==> config.mk <==
export PLATFORM = sky130hd
export DESIGN_NAME = salted_fnv1a_iterated_mix_hash_core
export DESIGN_NICKNAME = d
export VERILOG_FILES = /design/src/sv/sfmh_pkg.sv /design/src/sv/sfmh_mul64.sv /design/src/sv/salted_fnv1a_iterated_mix_hash_core.sv
export VERILOG_INCLUDE_DIRS = /design/src /design/src/sv
export SDC_FILE = /design/constraint.sdc
export NUM_CORES = 2
export LEC_CHECK = 0
export BUFFER_PORTS_ARGS = -buffer_cell sky130_fd_sc_hd__buf_4
export CAP_MARGIN = 20
export CORE_MARGIN = 2
export CORE_UTILIZATION = 40
export DETAILED_ROUTE_END_ITERATION = 10
export GPL_ROUTABILITY_DRIVEN = 0
export MAX_ROUTING_LAYER = met4
export PLACE_DENSITY = 0.57
export SLEW_MARGIN = 40
export SYNTH_ARGS = -nofsm -noshare
export SYNTH_HDL_FRONTEND = slang
export SYNTH_HIERARCHICAL = 1
export SYNTH_SLANG_ARGS = --single-unit
==> constraint.sdc <==
create_clock -name clk_i -period 9.6 [get_ports clk_i]
set_input_delay 0.48 -clock clk_i [delete_from_list [all_inputs] [get_ports clk_i]]
set_output_delay 0.48 -clock clk_i [all_outputs]
set_load 0.02 [all_outputs]
==> src/sv/assert_macros.svh <==
// ----------------------------------------------------------------------------
// assert_macros.svh
// Concurrent assertion macros shared by the salted hash core RTL.
// Both macros sample on clk_i and are disabled while rst_ni is low.
// ----------------------------------------------------------------------------
`ifndef ASSERT_MACROS_SVH
`define ASSERT_MACROS_SVH

`ifndef ASSERT_OFF

// Check that a property holds at every clock edge out of reset.
`define ASSERT_AT(lbl, prop, msg) \
  lbl: assert property (@(posedge clk_i) disable iff (!rst_ni) (prop)) \
    else $error(msg);

// Check that a condition never holds at a clock edge out of reset.
`define ASSERT_NEVER(lbl, cond, msg) \
  lbl: assert property (@(posedge clk_i) disable iff (!rst_ni) !(cond)) \
    else $error(msg);

`else

`define ASSERT_AT(lbl, prop, msg)
`define ASSERT_NEVER(lbl, cond, msg)

`endif

`endif

==> src/sv/sfmh_pkg.sv <==
// ----------------------------------------------------------------------------
// sfmh_pkg
// Types, constants and helpers for the salted FNV-1a / fmix64 hash core.
// ----------------------------------------------------------------------------
package sfmh_pkg;

  localparam int unsigned HASH_W   = 64;
  localparam int unsigned HALF_W   = HASH_W / 2;
  localparam int unsigned BYTE_W   = 8;
  localparam int unsigned ROUNDS_W = 12;

  localparam logic [HASH_W-1:0] SEED_BASIS = 64'hcbf29ce484222325;
  localparam logic [HASH_W-1:0] STEP_MUL   = 64'h00000100000001b3;
  localparam logic [HASH_W-1:0] FMIX_MUL_A = 64'hff51afd7ed558ccd;
  localparam logic [HASH_W-1:0] FMIX_MUL_B = 64'hc4ceb9fe1a85ec53;
  localparam int unsigned       FMIX_SHIFT = 33;

  localparam logic [ROUNDS_W-1:0] MIX_ROUNDS_RESET = 12'd1024;

  // Sequencer states of the core
  typedef enum logic [2:0] {
    S_IDLE,
    S_DISPATCH,
    S_WAIT_FNV,
    S_WAIT_A,
    S_WAIT_B
  } sfmh_state_e;

  // Partial-product steps of the shared multiplier
  typedef enum logic [1:0] {
    MS_LL,
    MS_LH,
    MS_HL,
    MS_ACC
  } mul_step_e;

  // Request into the shared multiplier
  typedef struct packed {
    logic              start;
    logic [HASH_W-1:0] a;
    logic [HASH_W-1:0] b;
  } mul_req_t;

  // Response from the shared multiplier
  typedef struct packed {
    logic              done;
    logic [HASH_W-1:0] result;
  } mul_rsp_t;

  // Xor-shift step of the fmix64 finalizer
  function automatic logic [HASH_W-1:0] xorshift(input logic [HASH_W-1:0] h);
    xorshift = h ^ (h >> FMIX_SHIFT);
  endfunction

endpackage

==> src/sv/sfmh_mul64.sv <==
// ----------------------------------------------------------------------------
// sfmh_mul64
// Iterative 64x64 multiplier returning the low 64 bits of the product.
// One 32x32 multiplier forms three partial products in turn; the
// cross terms only touch the upper half. The result is flagged by a
// one-cycle done pulse and holds until the next start.
// ----------------------------------------------------------------------------
module sfmh_mul64 (
  input  logic               clk_i,
  input  logic               rst_ni,
  input  sfmh_pkg::mul_req_t req_i,
  output sfmh_pkg::mul_rsp_t rsp_o
);
  import sfmh_pkg::*;

  logic [HASH_W-1:0] a_q, a_d, b_q, b_d;
  logic [HASH_W-1:0] res_q, res_d;
  logic [HASH_W-1:0] prod_q, prod_d;
  mul_step_e         step_q, step_d;
  logic              busy_q, busy_d;
  logic              done_q, done_d;
  logic [HALF_W-1:0] op_a, op_b;

  // Select the operand halves for the current step
  always_comb begin
    unique case (step_q)
      MS_LH: begin
        op_a = a_q[HALF_W-1:0];
        op_b = b_q[HASH_W-1:HALF_W];
      end
      MS_HL: begin
        op_a = a_q[HASH_W-1:HALF_W];
        op_b = b_q[HALF_W-1:0];
      end
      default: begin
        op_a = a_q[HALF_W-1:0];
        op_b = b_q[HALF_W-1:0];
      end
    endcase
  end

  assign prod_d = op_a * op_b;

  // Advance the step counter and fold the previous partial product
  always_comb begin
    a_d    = a_q;
    b_d    = b_q;
    res_d  = res_q;
    step_d = step_q;
    busy_d = busy_q;
    done_d = 1'b0;
    if (req_i.start) begin
      a_d    = req_i.a;
      b_d    = req_i.b;
      step_d = MS_LL;
      busy_d = 1'b1;
    end else if (busy_q) begin
      unique case (step_q)
        MS_LL: begin
          step_d = MS_LH;
        end
        MS_LH: begin
          res_d  = prod_q;
          step_d = MS_HL;
        end
        MS_HL: begin
          res_d[HASH_W-1:HALF_W] = res_q[HASH_W-1:HALF_W] + prod_q[HALF_W-1:0];
          step_d = MS_ACC;
        end
        MS_ACC: begin
          res_d[HASH_W-1:HALF_W] = res_q[HASH_W-1:HALF_W] + prod_q[HALF_W-1:0];
          busy_d = 1'b0;
          done_d = 1'b1;
        end
        default: begin
          busy_d = 1'b0;
        end
      endcase
    end
  end

  // Control registers
  always_ff @(posedge clk_i or negedge rst_ni) begin
    if (!rst_ni) begin
      step_q <= MS_LL;
      busy_q <= 1'b0;
      done_q <= 1'b0;
    end else begin
      step_q <= step_d;
      busy_q <= busy_d;
      done_q <= done_d;
    end
  end

  // Operand and product registers
  always_ff @(posedge clk_i) begin
    a_q    <= a_d;
    b_q    <= b_d;
    res_q  <= res_d;
    prod_q <= prod_d;
  end

  assign rsp_o.done   = done_q;
  assign rsp_o.result = res_q;

endmodule

==> src/sv/salted_fnv1a_iterated_mix_hash_core.sv <==
// ----------------------------------------------------------------------------
// salted_fnv1a_iterated_mix_hash_core
// Salted FNV-1a-64 password hash with iterated fmix64 finalization.
//
// A password streams in one byte per input transaction (valid/ready). The
// first transaction seeds the accumulator with the offset basis XOR salt_i
// and multiplies by the FNV prime; each transaction with byte_valid_i set
// folds pw_byte_i in and multiplies again. A transaction with last_i set
// runs mix_rounds fmix64 rounds and posts one hash_o transaction.
// All 64-bit multiplies go through one iterative unit that forms three
// 32x32 partial products. in_ready_o is low while a transaction runs the
// FNV multiplies it needs (0 to 2) and, if last_i is set, mix_rounds
// fmix64 rounds, with mix_rounds ranging from 0 to 4095.
// The result sits in an output register: if out_ready_i is low the next
// non-final transactions are still taken, and a final one waits for the
// register to drain before it posts. Reset drops any password in progress
// and sets mix_rounds to 1024. cfg_we_i writes it; the user must write it
// only while the core is idle, which the block itself does not enforce.
// ----------------------------------------------------------------------------
`include "assert_macros.svh"

module salted_fnv1a_iterated_mix_hash_core (
  input  logic                               clk_i,
  input  logic                               rst_ni,
  input  logic                               cfg_we_i,
  input  logic [sfmh_pkg::ROUNDS_W-1:0]      cfg_wdata_i,
  input  logic                               in_valid_i,
  output logic                               in_ready_o,
  input  logic [sfmh_pkg::HASH_W-1:0]        salt_i,
  input  logic [sfmh_pkg::BYTE_W-1:0]        pw_byte_i,
  input  logic                               byte_valid_i,
  input  logic                               last_i,
  output logic                               out_valid_o,
  input  logic                               out_ready_i,
  output logic [sfmh_pkg::HASH_W-1:0]        hash_o
);
  import sfmh_pkg::*;

  sfmh_state_e         state_q, state_d;
  logic [HASH_W-1:0]   acc_q, acc_d;
  logic [HASH_W-1:0]   hash_q, hash_d;
  logic [BYTE_W-1:0]   byte_q, byte_d;
  logic [ROUNDS_W-1:0] rounds_q, rounds_d;
  logic [ROUNDS_W-1:0] mix_rounds_q, mix_rounds_d;
  logic                in_pw_q, in_pw_d;
  logic                seed_pend_q, seed_pend_d;
  logic                byte_pend_q, byte_pend_d;
  logic                last_q, last_d;
  logic                out_valid_q, out_valid_d;
  logic                in_fire;
  logic                out_free;
  mul_req_t            mul_req;
  mul_rsp_t            mul_rsp;

  assign in_ready_o  = (state_q == S_IDLE);
  assign in_fire     = in_valid_i && in_ready_o;
  assign out_free    = !out_valid_q || out_ready_i;
  assign out_valid_o = out_valid_q;
  assign hash_o      = hash_q;

  // Shared 64-bit multiplier
  sfmh_mul64 u_mul (
    .clk_i  (clk_i),
    .rst_ni (rst_ni),
    .req_i  (mul_req),
    .rsp_o  (mul_rsp)
  );

  // Latch the round count register
  assign mix_rounds_d = cfg_we_i ? cfg_wdata_i : mix_rounds_q;

  // Next state
  always_comb begin
    state_d = state_q;
    unique case (state_q)
      S_IDLE: begin
        if (in_fire) state_d = S_DISPATCH;
      end
      S_DISPATCH: begin
        if (seed_pend_q || byte_pend_q) begin
          state_d = S_WAIT_FNV;
        end else if (!last_q) begin
          state_d = S_IDLE;
        end else if (rounds_q != '0) begin
          state_d = S_WAIT_A;
        end else if (out_free) begin
          state_d = S_IDLE;
        end
      end
      S_WAIT_FNV: begin
        if (mul_rsp.done) state_d = S_DISPATCH;
      end
      S_WAIT_A: begin
        if (mul_rsp.done) state_d = S_WAIT_B;
      end
      S_WAIT_B: begin
        if (mul_rsp.done) state_d = S_DISPATCH;
      end
      default: begin
        state_d = S_IDLE;
      end
    endcase
  end

  // Datapath control and register updates
  always_comb begin
    acc_d       = acc_q;
    hash_d      = hash_q;
    byte_d      = byte_q;
    rounds_d    = rounds_q;
    in_pw_d     = in_pw_q;
    seed_pend_d = seed_pend_q;
    byte_pend_d = byte_pend_q;
    last_d      = last_q;
    out_valid_d = out_valid_q && !out_ready_i;
    mul_req     = '0;
    unique case (state_q)
      S_IDLE: begin
        if (in_fire) begin
          byte_d      = pw_byte_i;
          byte_pend_d = byte_valid_i;
          last_d      = last_i;
          seed_pend_d = !in_pw_q;
          rounds_d    = mix_rounds_q;
          in_pw_d     = 1'b1;
          if (!in_pw_q) acc_d = SEED_BASIS ^ salt_i;
        end
      end
      S_DISPATCH: begin
        if (seed_pend_q) begin
          mul_req.start = 1'b1;
          mul_req.a     = acc_q;
          mul_req.b     = STEP_MUL;
          seed_pend_d   = 1'b0;
        end else if (byte_pend_q) begin
          mul_req.start = 1'b1;
          mul_req.a     = acc_q ^ {{(HASH_W-BYTE_W){1'b0}}, byte_q};
          mul_req.b     = STEP_MUL;
          byte_pend_d   = 1'b0;
        end else if (last_q && rounds_q != '0) begin
          mul_req.start = 1'b1;
          mul_req.a     = xorshift(acc_q);
          mul_req.b     = FMIX_MUL_A;
        end else if (last_q && out_free) begin
          hash_d      = acc_q;
          out_valid_d = 1'b1;
          in_pw_d     = 1'b0;
        end
      end
      S_WAIT_FNV: begin
        if (mul_rsp.done) acc_d = mul_rsp.result;
      end
      S_WAIT_A: begin
        if (mul_rsp.done) begin
          mul_req.start = 1'b1;
          mul_req.a     = xorshift(mul_rsp.result);
          mul_req.b     = FMIX_MUL_B;
        end
      end
      S_WAIT_B: begin
        if (mul_rsp.done) begin
          acc_d    = xorshift(mul_rsp.result);
          rounds_d = rounds_q - 1'b1;
        end
      end
      default: begin
        mul_req = '0;
      end
    endcase
  end

  // Control registers
  always_ff @(posedge clk_i or negedge rst_ni) begin
    if (!rst_ni) begin
      state_q      <= S_IDLE;
      rounds_q     <= '0;
      mix_rounds_q <= MIX_ROUNDS_RESET;
      in_pw_q      <= 1'b0;
      seed_pend_q  <= 1'b0;
      byte_pend_q  <= 1'b0;
      last_q       <= 1'b0;
      out_valid_q  <= 1'b0;
    end else begin
      state_q      <= state_d;
      rounds_q     <= rounds_d;
      mix_rounds_q <= mix_rounds_d;
      in_pw_q      <= in_pw_d;
      seed_pend_q  <= seed_pend_d;
      byte_pend_q  <= byte_pend_d;
      last_q       <= last_d;
      out_valid_q  <= out_valid_d;
    end
  end

  // Payload registers
  always_ff @(posedge clk_i) begin
    acc_q  <= acc_d;
    hash_q <= hash_d;
    byte_q <= byte_d;
  end

  // Every multiply start is followed by its done pulse
  `ASSERT_AT(a_mul_latency, mul_req.start |-> ##5 mul_rsp.done, "multiply did not complete")
  // Results only arrive while the sequencer waits for them
  `ASSERT_AT(a_done_in_wait, mul_rsp.done |-> (state_q == S_WAIT_FNV ||
    state_q == S_WAIT_A || state_q == S_WAIT_B), "multiply result arrived unexpectedly")
  // A finalizer round never starts with the round count exhausted
  `ASSERT_AT(a_round_count, (state_q == S_WAIT_A) |-> (rounds_q != '0), "round underflow")
  // Posting a hash ends the password
  `ASSERT_AT(a_post_ends_pw, $rose(out_valid_q) |-> !in_pw_q, "password still open after hash")

endmodule

==> reports/results.ini <==
[place]
dpl-instance-area_mm2 = 0.0547
dp_hpwl_mm = 136
portBuffers = 156

[route]
drt_wl_total_mm = 173
wire_per_inst_um = 25.0
drtIter0Drc = 3729
drt-vias-per-instance = 5.55
postRouteAntennaNets = 0
dr_total_vias = 38500
drc = 2
dr.pass1.iters = 10

[final_layout]
syn_to_final_growth_pct = 10.8
fillers = 12000
nets = 6517
final_area_mm2 = 0.0563
drive_gt1_share_pct = 10.3

[synthesis]
yosysUniqueCellTypes = 80
syn_inst = 5113
yosysSeqAreaShare_pct = 23.7
yosysMostFrequentCell = fa_1
synth_warnings = 6
synthesis.area_mm2 = 0.0508
synth_flop_cell = edfxtp_1
synth.avg_cell_area_um2 = 9.94
synth_edf_count = 328
async_flop_share_pct = 8.41
synth_area_leader_cell = fa_1
ys_ff_latch = 428
yosys.area.top_type_share_pct = 35.3
ys_top_cells_by_count = fa_1, inv_1, nor2_1
ys_top_cells_by_area = fa_1, edfxtp_1, ha_1

[floorplan]
ioPinCount = 157
die_w_um = 360
rows = 130
die_h_um = 360
dieArea_mm2 = 0.130
start_util_pct = 40.4
coreArea_mm2 = 0.126

[clocking]
clockBufferDepth = 3
clock_latency_ns = 0.60
cts-root-buf = clkbuf_16
htreeDepth = 2
cts_buffers = 48
postCtsSetupBuffers = 0
clkSinkCount = 428
clk_pin_slew_ns = 0.06
cts_tree = done

[global_routing]
grt_pass1_vias = 39300
grt_pass1_wl_mm = 258
grtUsageMet1_pct = 37.0
use_met3_pct = 3.98
overflow = 0
antenna_found_initial = 18
track_usage_pct = 27.5
grt_max_degree = 79
grt_busiest_layer = met2
grtUsageMet2_pct = 42.9

[setup_path]
crit_family = adder cells
crit_buf_inv = 7
required_ns = 10.06
crit_arrival_ns = 9.66
cpMostUsedCell = fa_1
slowest_stage = mux2_2
end_kind = register
critPathLaunchType = register
crit_fanout = 22
worstSetupPathType = reg -> reg
cpPeakStageDelay_ns = 0.58

[timing]
fin_skew_ns = 0.0249
period_share_pct = 95.8
max_freq_mhz = 109
rsz0062_at_grt = false
setup_violations = 0
final_max_slew_viol_count = 0
layout_min_cycle_time_ns = 9.20
tightest_slew_ns = 0.972
slew-limit-headroom_pct = 34.7
hold_viol = 0
whs_ns = 0.0495
tns_ns = 0

[status]
outcome = finished with violations
violations = DRC

[worst_hold_path]
holdCritPathClass = in -> reg

[job]
maxCapViolations = 0

worst reg2reg max path: cells and delay by family, from the launching register on:
family	cells	cell delay [ns]
DFF	1	0.44
and+or+nand+nor	4	0.84
xor gates and xnor gates	1	0.16
AOI/OAI and AO/OA	5	1.52
muxes	1	0.59
adders and majority gates	10	4.76
buffers and inverters	7	0.78
final timing paths:
| kind | start | endpoint | slack [ns] | cells after the start |
|---|---|---|---|---|
| setup / recovery | u_mul/step_q[1]$_DFFE_PN0P_ | u_mul/prod_q[56]$_DFF_P_ | 0.40 | 28 |
| hold / removal | pw_byte_i[7] | byte_q[7]$_DFFE_PP_ | 0.05 | 1 |
| setup reg to reg | u_mul/step_q[1]$_DFFE_PN0P_ | u_mul/prod_q[56]$_DFF_P_ | 0.40 | 28 |
| hold reg to reg | u_mul/prod_q[19]$_DFF_P_ | u_mul/res_q[19]$_DFFE_PP_ | 0.44 | 0 |
| max in group asynchronous | rst_ni | u_mul/step_q[0]$_DFFE_PN0P_ | 8.81 | 2 |
| min in group asynchronous | rst_ni | mix_rounds_q[4]$_DFFE_PN0P_ | 0.39 | 2 |
cells by family after synthesis:
family	after synthesis	synth area share (%)
adder cells (fa/ha/maj)	1196	42.7
other	1	0.00738
multiplexers	150	3.15
AO/OA/AOI/OAI	582	7.75
AND/OR/NAND/NOR	1504	12.2
flip-flops	428	23.7
XOR/XNOR	119	2.05
buffers and inverters	1133	8.49
per-layer routing:
layer  vias up  part of all wire [%]
li1      16400                     -
met1     20100                    42
met2      1738                    46
met4         0                   3.9
met3       257                   8.2
met5         -                     0
flip-flops by register name (all words and copies together) (netlist names):
name / cells
rounds_q: 12
hash_o: 64
in_pw_q: 1
byte_q: 8
u_mul/res_q: 64
u_mul/b_q: 64
byte_pend_q: 1
u_mul/busy_q: 1
out_valid_o: 1
acc_q: 64
state_q: 3
mix_rounds_q: 12
seed_pend_q: 1
u_mul/prod_q: 64
u_mul/step_q: 2
last_q: 1
u_mul/done_q: 1
u_mul/a_q: 64
area by class of cell:
type / count / area [um2] / area share [%]
multi-input cells: 3558 / 34900 / 61.9
flip-flops and latches: 428 / 12000 / 21.4
inverters: 886 / 3330 / 5.91
repair buffers: 308 / 2440 / 4.33
well taps: 1650 / 2060 / 3.67
clock buffers: 71 / 1350 / 2.39
clock inverters: 19 / 196 / 0.349
diodes: 14 / 35.0 / 0.0622
stage by stage:
stage               cells  setup slack, ns  util, %
floorplan            5119             1.01        -
global placement     6824            0.574     43.4
detailed placement   6828            0.467     43.4
CTS                  6919            0.431     44.7
global route         6933            0.138     44.7
finish               6934            0.403     44.7
placed cells by master (no fill, tap or decap), types with 93 or more instances in the layout:
master and n:
o21ai_0 127, nand2_1 601, inv_1 885, fa_1 897, edfxtp_1 328, buf_4 294, xnor2_1 93, ha_1 297
a21oi_1 132, nor2_1 687
timing repair:
item / CTS / global route
gates resized for setup: 0 / 1
hold buffers: 1 / 0
setup endpoints to repair: 0 / 1
hold endpoints to repair: 35 / 0
Power is left out: the tool's default activity adds up to more than one toggle a clock period on the data nets, which glitch-free logic cannot reach.
